[src/sv/eae_pkg.sv]
// email address extractor: shared types, constants and character classes
// no dependencies
`timescale 1ns / 1ps

package eae_pkg;

    localparam int MAX_PREFIX_DEF = 20;
    localparam int MAX_SUFFIX_DEF = 40;

    localparam int CFG_IDX_W  = 1;
    localparam int CFG_DATA_W = 6;

    localparam logic [CFG_IDX_W-1:0] CFG_MIN_PREFIX = 1'b0;
    localparam logic [CFG_IDX_W-1:0] CFG_MIN_SUFFIX = 1'b1;

    localparam logic [4:0] MIN_PREFIX_RST = 5'd1;
    localparam logic [5:0] MIN_SUFFIX_RST = 6'd4;

    localparam logic [7:0] CH_NUL   = 8'h00;
    localparam logic [7:0] CH_BANG  = 8'h21;
    localparam logic [7:0] CH_TILDE = 8'h7E;
    localparam logic [7:0] CH_AT    = 8'h40;
    localparam logic [7:0] CH_DOT   = 8'h2E;

    typedef struct packed {
        logic [7:0] data_byte;
        logic       last_in_block;
    } in_beat_t;

    typedef struct packed {
        logic [7:0] out_char;
        logic       last_of_address;
    } out_beat_t;

    typedef enum logic [2:0] {
        S_IDLE,
        S_CNT_RD,
        S_CNT_DAT,
        S_CHK,
        S_PRE_RD,
        S_PRE_DAT,
        S_AT,
        S_SUF_RD
    } eae_state_t;

    function automatic logic is_mail_char(input logic [7:0] b);
        logic r;
        begin
            if (b == CH_NUL)
            begin
                r = 1'b1;
            end
            else if (b <= CH_BANG || b >= CH_TILDE)
            begin
                r = 1'b0;
            end
            else
            begin
                unique case (b)
                    8'h40, 8'h27, 8'h22, 8'h3C, 8'h3E, 8'h3B, 8'h3A,
                    8'h5C, 8'h2F, 8'h3F, 8'h3D, 8'h26, 8'h28, 8'h29: r = 1'b0;
                    default: r = 1'b1;
                endcase
            end
            return r;
        end
    endfunction

    function automatic logic is_letter(input logic [7:0] b);
        return (b >= 8'h41 && b <= 8'h5A) || (b >= 8'h61 && b <= 8'h7A);
    endfunction

endpackage

[src/sv/email_address_extractor_core.sv]
// email address extractor top level: byte ring memory, capture tracking, emit sequencer
// depends on eae_pkg
`timescale 1ns / 1ps
//
//  channel | signals                          | beat
//  --------+----------------------------------+-------------------------------
//  in      | in_valid / in_ready / in_beat    | one byte of a block + block end
//  out     | out_valid / out_ready / out_beat | one address character
//  cfg     | cfg_we / cfg_index / cfg_data    | register write, no handshake
//
//  bytes that close no suffix scan keep the block idle and stream back to back
//  a byte that closes a suffix scan stalls input for the prefix count pass, unless
//  the prefix is empty, then, if the capture passes its checks, for emission of
//  each character, paced by the registered read of the ring memory
//  reset clears control state only; the ring needs no clearing since counts
//  gate every read. a stalled output holds its register and the sequencer waits

module email_address_extractor_core #(
    parameter int MAX_PREFIX = eae_pkg::MAX_PREFIX_DEF,
    parameter int MAX_SUFFIX = eae_pkg::MAX_SUFFIX_DEF
) (
    input  logic                             clk,
    input  logic                             rst_n,
    input  logic                             in_valid,
    output logic                             in_ready,
    input  eae_pkg::in_beat_t                in_beat,
    output logic                             out_valid,
    input  logic                             out_ready,
    output eae_pkg::out_beat_t               out_beat,
    input  logic                             cfg_we,
    input  logic [eae_pkg::CFG_IDX_W-1:0]    cfg_index,
    input  logic [eae_pkg::CFG_DATA_W-1:0]   cfg_data
);
    import eae_pkg::*;

    // history window and suffix window sizes
    localparam int HIST_DEPTH = MAX_PREFIX + 1;
    localparam int SUF_DEPTH  = MAX_SUFFIX + 1;
    // ring holds a full prefix window plus a full suffix window
    localparam int AW         = $clog2(HIST_DEPTH + SUF_DEPTH + 1);
    localparam int RING_DEPTH = 1 << AW;
    localparam int PW         = $clog2(HIST_DEPTH + 1);
    localparam int DW         = $clog2(SUF_DEPTH + 1);
    localparam int RW         = (PW > DW) ? PW : DW;

    // ring memory of email-character bytes, nul stored as zero
    logic [7:0] ring_mem [RING_DEPTH];
    logic [7:0] rd_data_reg;

    eae_state_t state_reg, state_next;

    logic [4:0]    min_prefix_reg;
    logic [5:0]    min_suffix_reg;

    // write side and run tracking
    logic [AW-1:0] wptr_reg, wptr_next;
    logic [PW-1:0] run_len_reg, run_len_next;

    // live capture of the current at sign
    logic          cap_reg, cap_next;
    logic [AW-1:0] at_ptr_reg, at_ptr_next;
    logic [PW-1:0] pfx_len_reg, pfx_len_next;
    logic [DW-1:0] sfx_dist_reg, sfx_dist_next;
    logic [DW-1:0] sfx_cnt_reg, sfx_cnt_next;
    logic [DW-1:0] trim_reg, trim_next;
    logic          dot_seen_reg, dot_seen_next;
    logic          dot_trim_reg, dot_trim_next;
    logic          first_dot_reg, first_dot_next;

    // snapshot of a closed capture being judged and emitted
    logic [AW-1:0] fin_at_reg, fin_at_next;
    logic [PW-1:0] fin_len_reg, fin_len_next;
    logic [DW-1:0] fin_slen_reg, fin_slen_next;
    logic          fin_ok_reg, fin_ok_next;

    // sequencer
    logic [AW-1:0] rd_ptr_reg, rd_ptr_next;
    logic [RW-1:0] rem_reg, rem_next;
    logic [PW-1:0] pcnt_reg, pcnt_next;
    // suffix read phase: low while the read is in flight, high with data
    logic          sfx_phase_reg, sfx_phase_next;

    logic          out_valid_reg, out_valid_next;
    out_beat_t     out_beat_reg, out_beat_next;

    // step decode
    logic          acc, mail, nz, store, letter, done, can_load, pfx_ok;
    logic [DW-1:0] c_dist, c_cnt, c_trim;
    logic          c_dot_seen, c_dot_trim, c_first_dot;

    assign in_ready  = (state_reg == S_IDLE);
    assign out_valid = out_valid_reg;
    assign out_beat  = out_beat_reg;

    assign acc      = in_valid && in_ready;
    assign mail     = is_mail_char(in_beat.data_byte);
    assign nz       = (in_beat.data_byte != CH_NUL);
    assign store    = cap_reg && mail && nz;
    assign letter   = is_letter(in_beat.data_byte);
    assign can_load = !out_valid_reg || out_ready;

    // suffix tracking including this byte
    always_comb
    begin
        c_dist      = sfx_dist_reg + DW'(cap_reg && mail);
        c_cnt       = sfx_cnt_reg + DW'(store);
        c_trim      = (store && letter) ? sfx_cnt_reg + DW'(1) : trim_reg;
        c_dot_trim  = (store && letter) ? dot_seen_reg : dot_trim_reg;
        c_dot_seen  = dot_seen_reg || (store && in_beat.data_byte == CH_DOT);
        c_first_dot = (store && sfx_cnt_reg == '0) ? (in_beat.data_byte == CH_DOT)
                                                   : first_dot_reg;
        done        = cap_reg && (!mail || 32'(c_dist) >= 32'(SUF_DEPTH)
                                  || in_beat.last_in_block);
    end

    assign pfx_ok = (32'(pcnt_reg) >= 32'(min_prefix_reg))
                 && (32'(pcnt_reg) <= 32'(MAX_PREFIX));

    // next state
    always_comb
    begin
        state_next = state_reg;
        unique case (state_reg)
            S_IDLE:
            begin
                if (acc && done)
                begin
                    state_next = (pfx_len_reg == '0) ? S_CHK : S_CNT_RD;
                end
            end
            S_CNT_RD:  state_next = S_CNT_DAT;
            S_CNT_DAT: state_next = (rem_reg == RW'(1)) ? S_CHK : S_CNT_RD;
            S_CHK:
            begin
                if (pfx_ok && fin_ok_reg)
                begin
                    state_next = (fin_len_reg == '0) ? S_AT : S_PRE_RD;
                end
                else
                begin
                    state_next = S_IDLE;
                end
            end
            S_PRE_RD: state_next = S_PRE_DAT;
            S_PRE_DAT:
            begin
                if (rd_data_reg == CH_NUL || can_load)
                begin
                    state_next = (rem_reg == RW'(1)) ? S_AT : S_PRE_RD;
                end
            end
            S_AT:
            begin
                if (can_load)
                begin
                    state_next = S_SUF_RD;
                end
            end
            S_SUF_RD:
            begin
                // a read gap is folded in: the sub-phase sfx_phase, set in the datapath
                // below, goes high once the registered read data is in rd_data_reg
                state_next = S_SUF_RD;
                if (sfx_phase_reg && (rd_data_reg == CH_NUL || can_load)
                    && rd_data_reg != CH_NUL && rem_reg == RW'(1))
                begin
                    state_next = S_IDLE;
                end
            end
            default: state_next = S_IDLE;
        endcase
    end

    // datapath
    always_comb
    begin
        wptr_next      = wptr_reg;
        run_len_next   = run_len_reg;
        cap_next       = cap_reg;
        at_ptr_next    = at_ptr_reg;
        pfx_len_next   = pfx_len_reg;
        sfx_dist_next  = sfx_dist_reg;
        sfx_cnt_next   = sfx_cnt_reg;
        trim_next      = trim_reg;
        dot_seen_next  = dot_seen_reg;
        dot_trim_next  = dot_trim_reg;
        first_dot_next = first_dot_reg;
        fin_at_next    = fin_at_reg;
        fin_len_next   = fin_len_reg;
        fin_slen_next  = fin_slen_reg;
        fin_ok_next    = fin_ok_reg;
        rd_ptr_next    = rd_ptr_reg;
        rem_next       = rem_reg;
        pcnt_next      = pcnt_reg;
        sfx_phase_next = sfx_phase_reg;
        out_valid_next = out_valid_reg && !out_ready;
        out_beat_next  = out_beat_reg;

        unique case (state_reg)
            S_IDLE:
            begin
                if (acc)
                begin
                    if (cap_reg)
                    begin
                        sfx_dist_next  = c_dist;
                        sfx_cnt_next   = c_cnt;
                        trim_next      = c_trim;
                        dot_seen_next  = c_dot_seen;
                        dot_trim_next  = c_dot_trim;
                        first_dot_next = c_first_dot;
                    end
                    if (done)
                    begin
                        cap_next      = 1'b0;
                        fin_at_next   = at_ptr_reg;
                        fin_len_next  = pfx_len_reg;
                        fin_slen_next = c_trim;
                        fin_ok_next   = (32'(c_trim) >= 32'(min_suffix_reg))
                                     && (32'(c_trim) <= 32'(MAX_SUFFIX))
                                     && c_dot_trim && !c_first_dot;
                        rd_ptr_next   = at_ptr_reg - AW'(pfx_len_reg);
                        rem_next      = RW'(pfx_len_reg);
                        pcnt_next     = '0;
                    end
                    if (in_beat.data_byte == CH_AT)
                    begin
                        at_ptr_next    = wptr_reg;
                        pfx_len_next   = run_len_reg;
                        sfx_dist_next  = '0;
                        sfx_cnt_next   = '0;
                        trim_next      = '0;
                        dot_seen_next  = 1'b0;
                        dot_trim_next  = 1'b0;
                        first_dot_next = 1'b0;
                        cap_next       = !in_beat.last_in_block;
                    end
                    if (mail)
                    begin
                        wptr_next = wptr_reg + AW'(1);
                        if (32'(run_len_reg) < HIST_DEPTH)
                        begin
                            run_len_next = run_len_reg + PW'(1);
                        end
                    end
                    else
                    begin
                        run_len_next = '0;
                    end
                    if (in_beat.last_in_block)
                    begin
                        run_len_next = '0;
                    end
                end
            end
            S_CNT_RD:
            begin
            end
            S_CNT_DAT:
            begin
                pcnt_next   = pcnt_reg + PW'(rd_data_reg != CH_NUL);
                rem_next    = rem_reg - RW'(1);
                rd_ptr_next = rd_ptr_reg + AW'(1);
            end
            S_CHK:
            begin
                rd_ptr_next = fin_at_reg - AW'(fin_len_reg);
                rem_next    = RW'(fin_len_reg);
            end
            S_PRE_RD:
            begin
            end
            S_PRE_DAT:
            begin
                if (rd_data_reg == CH_NUL || can_load)
                begin
                    rem_next    = rem_reg - RW'(1);
                    rd_ptr_next = rd_ptr_reg + AW'(1);
                    if (rd_data_reg != CH_NUL)
                    begin
                        out_valid_next                = 1'b1;
                        out_beat_next.out_char        = rd_data_reg;
                        out_beat_next.last_of_address = 1'b0;
                    end
                end
            end
            S_AT:
            begin
                if (can_load)
                begin
                    out_valid_next                = 1'b1;
                    out_beat_next.out_char        = CH_AT;
                    out_beat_next.last_of_address = 1'b0;
                    rem_next                      = RW'(fin_slen_reg);
                    rd_ptr_next                   = fin_at_reg;
                    sfx_phase_next                = 1'b0;
                end
            end
            S_SUF_RD:
            begin
                if (!sfx_phase_reg)
                begin
                    sfx_phase_next = 1'b1;
                end
                else if (rd_data_reg == CH_NUL)
                begin
                    rd_ptr_next    = rd_ptr_reg + AW'(1);
                    sfx_phase_next = 1'b0;
                end
                else if (can_load)
                begin
                    out_valid_next                = 1'b1;
                    out_beat_next.out_char        = rd_data_reg;
                    out_beat_next.last_of_address = (rem_reg == RW'(1));
                    rem_next                      = rem_reg - RW'(1);
                    rd_ptr_next                   = rd_ptr_reg + AW'(1);
                    sfx_phase_next                = 1'b0;
                end
            end
            default:
            begin
            end
        endcase
    end

    // ring memory: write on accepted email characters, registered read
    always_ff @(posedge clk)
    begin
        if (acc && mail)
        begin
            ring_mem[wptr_reg] <= in_beat.data_byte;
        end
        rd_data_reg <= ring_mem[rd_ptr_next];
    end

    // control state
    always_ff @(posedge clk or negedge rst_n)
    begin
        if (!rst_n)
        begin
            state_reg      <= S_IDLE;
            min_prefix_reg <= MIN_PREFIX_RST;
            min_suffix_reg <= MIN_SUFFIX_RST;
            wptr_reg       <= '0;
            run_len_reg    <= '0;
            cap_reg        <= 1'b0;
            pfx_len_reg    <= '0;
            sfx_dist_reg   <= '0;
            sfx_cnt_reg    <= '0;
            trim_reg       <= '0;
            rem_reg        <= '0;
            pcnt_reg       <= '0;
            sfx_phase_reg  <= 1'b0;
            out_valid_reg  <= 1'b0;
        end
        else
        begin
            state_reg     <= state_next;
            wptr_reg      <= wptr_next;
            run_len_reg   <= run_len_next;
            cap_reg       <= cap_next;
            pfx_len_reg   <= pfx_len_next;
            sfx_dist_reg  <= sfx_dist_next;
            sfx_cnt_reg   <= sfx_cnt_next;
            trim_reg      <= trim_next;
            rem_reg       <= rem_next;
            pcnt_reg      <= pcnt_next;
            sfx_phase_reg <= sfx_phase_next;
            out_valid_reg <= out_valid_next;
            if (cfg_we)
            begin
                unique case (cfg_index)
                    CFG_MIN_PREFIX: min_prefix_reg <= cfg_data[4:0];
                    CFG_MIN_SUFFIX: min_suffix_reg <= cfg_data[5:0];
                    default:
                    begin
                    end
                endcase
            end
        end
    end

    // payload registers
    always_ff @(posedge clk)
    begin
        at_ptr_reg    <= at_ptr_next;
        dot_seen_reg  <= dot_seen_next;
        dot_trim_reg  <= dot_trim_next;
        first_dot_reg <= first_dot_next;
        fin_at_reg    <= fin_at_next;
        fin_len_reg   <= fin_len_next;
        fin_slen_reg  <= fin_slen_next;
        fin_ok_reg    <= fin_ok_next;
        rd_ptr_reg    <= rd_ptr_next;
        out_beat_reg  <= out_beat_next;
    end

endmodule

[config.mk]
export PLATFORM = sky130hd
export DESIGN_NAME = email_address_extractor_core
export DESIGN_NICKNAME = d
export VERILOG_FILES = /design/src/sv/eae_pkg.sv /design/src/sv/email_address_extractor_core.sv
export SDC_FILE = /design/constraint.sdc
export NUM_CORES = 1
export LEC_CHECK = 0
export BUFFER_PORTS_ARGS = -buffer_cell sky130_fd_sc_hd__buf_4
export CORE_ASPECT_RATIO = 1.75
export CORE_MARGIN = 2
export CORE_UTILIZATION = 55
export DETAILED_ROUTE_END_ITERATION = 10
export GPL_TIMING_DRIVEN = 0
export PLACE_DENSITY = 0.71
export SYNTH_ARGS = -nofsm -noshare
export SYNTH_HDL_FRONTEND = slang
export SYNTH_SLANG_ARGS = --single-unit
[constraint.sdc]
create_clock -name clk -period 4.1 [get_ports clk]
set_input_delay 0.41 -clock clk [delete_from_list [all_inputs] [get_ports clk]]
set_output_delay 0.41 -clock clk [all_outputs]
set_load 0.01 [all_outputs]
======== After elaboration in Yosys (flattened, before gate mapping) ========
Memory sizes are Yosys's and may differ from the RTL's. A register that Yosys moved wholly into a read port is not among the register bits.
Index checks and enable logic that the tools add are counted.
operators by class
  add/subtract/negate cells ............... 10
  order comparisons ....................... 12
  equality and inequality tests ........... 33
  muxes and demuxes ....................... 69
  bitwise gates (word level) .............. 1
  reductions and logical operators ........ 60
operator list
  operator                                                               number
  6-bit two-way mux                                                      21
  8-bit by 6-bit equality test with 1-bit output, second input constant  13
  6-bit case mux with 6 select lines                                     2
  9-bit two-way mux                                                      6
  9-bit case mux with 3 select lines                                     1
  5-bit two-way mux                                                      5
  8-bit by 7-bit >= comparator with 1-bit output, second input constant  3
  3-bit case mux with 8 select lines                                     1
  3-bit AND reduction                                                    8
  1-bit two-way mux                                                      21
  1-bit logical AND                                                      20
  6-bit by 1-bit adder with 6-bit output, second input constant          3
  8-bit by 7-bit equality test with 1-bit output, second input constant  2
  8-bit by 7-bit <= comparator with 1-bit output, second input constant  2
  8-bit zero test                                                        2
  8-bit nonzero test                                                     2
  3-bit two-way mux                                                      5
  14-bit OR reduction                                                    1
  6-bit by 1-bit adder with 6-bit output                                 2
  3-bit equality test, second input constant                             4
  2-bit inequality test, second input constant                           6
  6-bit by 5-bit subtractor with 6-bit output                            2
  5-bit zero test                                                        2
  5-bit case mux with 2 select lines                                     1
  29 further kinds                                                       50
storage, ports and cells
  flip-flop bits (word level) ............. 104
  bits in writable memories ............... 512
  input port bits ......................... 21
  output and inout port bits .............. 11
  memories kept ........................... 1
memories
  name      words  bits a word  read ports  clocked after memory_dff  wr ports  line                                text
  ring_mem  64     8            1           1                         1         email_address_extractor_core.sv:47  logic [7:0] ring_mem [RING_DEPTH];

======== Depth between registers and ports, before layout ========
  depth in word-level cells ............... 14
  mapped depth ............................ 28
  mapped depth without buffers ............ 23

======== Worst setup path before layout ========
OpenSTA, ideal clock, no wires.
  path type ............................... input -> register
  from .................................... in in_beat[1] in the netlist's numbering
  to ...................................... reg rd_data_reg[6], read port of ring_mem
  setup time .............................. 0.120 ns
  arrival time ............................ 4.925 ns
  required time ........................... 3.980 ns
  path slack .............................. -0.945 ns
  stages .................................. 26
  buffers on the path ..................... 5
  cell sequence ........................... buf_2 -> or4_4 -> or3_4 -> or3_1 -> nand2_1 -> nand2_1 -> inv_1 -> ha_1 -> ha_1 -> nand3_1 -> xnor2_1 -> o21a_1 -> o31ai_2 -> a21oi_4 -> inv_2 -> buf_6 -> o211ai_1 -> nand2_1 -> inv_2 -> buf_4 -> buf_6 -> buf_4 -> mux4_2 -> a32oi_1 -> nand3_1 -> a211o_1
between the ends
  longest elaborated chain between the ends .. 14
ends and longest elaborated chain
  item                                                                                                                     line                                 text
  start, declared                                                                                                          email_address_extractor_core.sv:26   input eae_pkg::in_beat_t in_beat,
  8-bit by 7-bit equality test with 1-bit output / 8-bit by 6-bit equality test with 1-bit output (equally long branches)  eae_pkg.sv:59                        unique case (b)
  14-bit OR reduction                                                                                                      eae_pkg.sv:59
  1-bit two-way mux                                                                                                        eae_pkg.sv:59
  1-bit two-way mux                                                                                                        eae_pkg.sv:53                        else if (b <= CH_BANG || b >= CH_TILDE)
  1-bit two-way mux *                                                                                                      eae_pkg.sv:49                        if (b == CH_NUL)
  1-bit logical AND                                                                                                        email_address_extractor_core.sv:105  c_dist = sfx_dist_reg + DW'(cap_reg && mail);
  6-bit by 1-bit adder with 6-bit output                                                                                   email_address_extractor_core.sv:105
  6-bit >= comparator                                                                                                      email_address_extractor_core.sv:112  done = cap_reg && (!mail || 32'(c_dist) >= 32'(SUF_DEPTH)
  1-bit logical OR *                                                                                                       email_address_extractor_core.sv:112
  1-bit logical OR *                                                                                                       email_address_extractor_core.sv:113  || in_beat.last_in_block);
  1-bit logical AND *                                                                                                      email_address_extractor_core.sv:112
  6-bit two-way mux *                                                                                                      email_address_extractor_core.sv:213  if (done)
  6-bit two-way mux *                                                                                                      email_address_extractor_core.sv:202  if (acc)
  6-bit case mux with 6 select lines *                                                                                     email_address_extractor_core.sv:199  unique case (state_reg)
  end, declared                                                                                                            email_address_extractor_core.sv:48   logic [7:0] rd_data_reg;
Every way passes the cells marked *; elsewhere a longest branch is shown, timed or not.
A chain may end at the register's enable or synchronous reset.

======== Worst setup path in the final report ========
Same ends and word-level chain as after synthesis.

==> impl_metrics.env <==
export IMPL_status="finished with violations"
export IMPL_violations="negative setup slack"
export IMPL_synth_top_family_by_area="simple AND/OR/NAND/NOR gates"
export IMPL_synth_xor_xnor_area_share_pct=0.984
export IMPL_relSlewSlack_pct=39.5
export IMPL_dp_cells=2697
export IMPL_nets=2223
export IMPL_crit_path_start_kind="input port"
export IMPL_slew_viol_final=0
export IMPL_ant_nets=0
export IMPL_tightest_slew_ns=0.903
export IMPL_layout_drive_gt1_share_pct=18.4
export IMPL_portBuffers=31
export IMPL_firstDrtPassIters=8
export IMPL_die_w_um=171
export IMPL_largest_reg_flops=512
export IMPL_critical_path_max_fanout=4
export IMPL_synth_top_area_share_pct=61.6
export IMPL_grt_pass1_wl_um=113000
export IMPL_clock_insertion_delay_worst_skew_ns=0.60
export IMPL_cts_root_buffer="clkbuf_16"
export IMPL_diodes=0
export IMPL_synth_compound_area_share_pct=8.73
export IMPL_max_freq_mhz=200
export IMPL_power_uw=26200
export IMPL_io_pins=32
export IMPL_first_global_vias=18200
export IMPL_synthArstFlopShare_pct=9.94
export IMPL_yosysUniqueCellTypes=77
export IMPL_drv_cap=0
export IMPL_cts_buffers_inserted=54
export IMPL_power_density_mw_per_mm2=832
export IMPL_grt_overflow_total=0
export IMPL_synth_fa_ha_area_share_pct=1.74
export IMPL_cts_tree="yes"
export IMPL_drtIter0Drc=2059
export IMPL_viasPerCell=6.37
export IMPL_cts_clk_slew_worst_paths_ns=0.07
export IMPL_fp_row_count=106
export IMPL_syn_to_final_growth_pct=17.8
export IMPL_groute_usage_overall_pct=31.3
export IMPL_nFillCells=3334
export IMPL_syn_num_nets=2073
export IMPL_ir_drop_v=0.000552
export IMPL_routed_via_count=18200
export IMPL_critPathArrivalTime_ns=5.47
export IMPL_start_util_pct=55.8
export IMPL_syn_area_per_cell_um2=13.3
export IMPL_core_area_mm2=0.0479
export IMPL_synth_seq_area_share_pct=68.5
export IMPL_syn_area_mm2=0.0267
export IMPL_worst_setup_path_type="in -> reg"
export IMPL_hold_viol_final=0
export IMPL_synth_mux_area_share_pct=4.59
export IMPL_yosysMostFrequentCell="edfxtp_1"
export IMPL_grt_max_degree=73
export IMPL_final_cells=2858
export IMPL_setup_viol=16
export IMPL_hold_class="in -> reg"
export IMPL_clock_sinks=624
export IMPL_rsz0062_at_grt="yes"
export IMPL_wl_per_cell_um=27.5
export IMPL_cp_end_kind="register"
export IMPL_timing_hold_ws_ns=0.0344
export IMPL_dp_hpwl_um=50400
export IMPL_fin_ws_ns=-0.899
export IMPL_drc=0
export IMPL_antenna_found_initial=2
export IMPL_ys_flop_type="edfxtp_1"
export IMPL_worstPathRequired_ns=4.57
export IMPL_wirelength_um=78700
export IMPL_netlist_instances=2016
export IMPL_yosys_top_cells_area="edfxtp_1 (62%), dfrtp_1 (5.6%), nand2_1 (4.7%)"
export IMPL_yosys_top_cells_count="edfxtp_1 (548), nand2_1 (334), nand3_1 (118)"
export IMPL_cts_max_level=2
export IMPL_min_period_ns=5.00
export IMPL_finalCritPeriodShare_pct=122
export IMPL_synth_edf_count=548
export IMPL_synth_simple_area_share_pct=12.8
export IMPL_clock_path_buffers=3
export IMPL_ys_ff_latch=624
export IMPL_gp_congestion=0.957
export IMPL_yosys_warnings=0
export IMPL_fin_skew_ns=0.0174
export IMPL_die_area_mm2=0.0504
export IMPL_leakage_uw=0.0111
export IMPL_synth_top_cell_by_area="edfxtp_1"
export IMPL_die_h_um=296
-- layer usage --
layer | vias up | global-route usage (%) | wire (um)
li1 | 7895 | - | -
met1 | 8957 | 32.5 | 25700
met2 | 1007 | 55.1 | 40000
met3 | 332 | 5.76 | 5510
met4 | 4 | 24.5 | 7460
met5 | - | 0 | 27
-- critical path, stage by stage --
cell,delay (ns)
buf_16,0.12
or4_4,0.54
or3_4,0.35
or3_4,0.36
nand2_4,0.08
nand2_4,0.06
inv_2,0.07
ha_4,0.14
ha_4,0.16
nand3_2,0.10
xnor2_2,0.15
o21a_1,0.21
o31ai_4,0.08
a21oi_4,0.23
buf_4,0.16
buf_6,0.11
a21oi_4,0.06
o2bb2ai_4,0.28
buf_12,0.18
buf_8,0.11
buf_12,0.10
mux4_2,0.54
nand3_2,0.13
nand3_4,0.11
a32o_2,0.26
a211o_1,0.34
-- report_power, final --
part / internal [uW] / switching (uW) / total [uW]
clock network: 3050 / 2360 / 5400
logic: 5080 / 8360 / 13400
registers: 7150 / 181 / 7330
-- cell families (layout without fill, tap and decap cells) --
logic type	after synthesis	in the layout
adders and majority gates	36	36
xor gates and xnor gates	30	30
DFF	624	624
muxes	96	96
and+or+nand+nor	743	743
AOI/OAI and AO/OA	332	332
buffers and inverters	155	349
-- final timing paths --
check,start,slack (ns),end,cells after the start
max,in_beat[1],-0.90,rd_data_reg[6],26
min,cfg_data[2],0.03,min_prefix_reg[2],3
max reg2reg,state_reg[1],-0.46,rd_data_reg[1],19
min reg2reg,wptr_reg[3],0.45,at_ptr_reg[3],0
max in group asynchronous,rst_n,3.05,wptr_reg[3],2
min in group asynchronous,rst_n,0.47,sfx_dist_reg[2],2
-- through the flow --
stage	setup WS (ns)	setup TNS (ns)	instance area (um2)	util, %
6_report	-0.899	-6.87	31500	65.7
4_1_cts	-0.867	-6.66	31200	65.2
5_1_grt	-0.973	-8.24	31500	65.7
2_1_floorplan	-0.830	-6.40	26800	-
3_3_place_gp	-3.01	-248.64	27900	58.2
3_5_place_dp	-3.13	-287.47	27900	58.3
-- cells in the final DEF, fill, tap and decap left out, types with 15 or more instances in the layout --
cell type  instances
a21oi_1           29
inv_1             40
clkbuf_1          32
mux4_2            20
ha_1              32
nor2b_1           18
dfrtp_1           60
nor2_1            92
xor2_1            15
o21a_1            15
edfxtp_1         548
a211oi_1          26
buf_6             15
clkbuf_16         56
a32oi_1           43
buf_4             86
nor2_2            19
o21ai_0           73
nand2b_1          16
nand4_1           22
and3_1            44
nand3_1          115
nand2_1          330
a31oi_1           23
mux2i_1           55
-- layout make-up --
class / instances / area (um2) / area share [%]
plain buffers: 108 / 817 / 2.60
clock buffers: 63 / 1420 / 4.50
clock inverters: 37 / 424 / 1.35
inverters: 46 / 185 / 0.588
multi-input cells: 1237 / 8310 / 26.4
flip-flops and latches: 624 / 18300 / 58.1
well taps: 648 / 811 / 2.58
repair buffers: 95 / 1210 / 3.85
-- what timing repair did --
action / in CTS / in global routing
resized for setup: 185 / 52
setup buffers: 40 / 9
endpoints found under the setup margin: 258 / 86
hold buffers: 1 / 0
hold endpoints to repair: 60 / 0
pin swaps: 50 / 26
cloned: 12 / 1
Power figures use the tool's default switching activity.
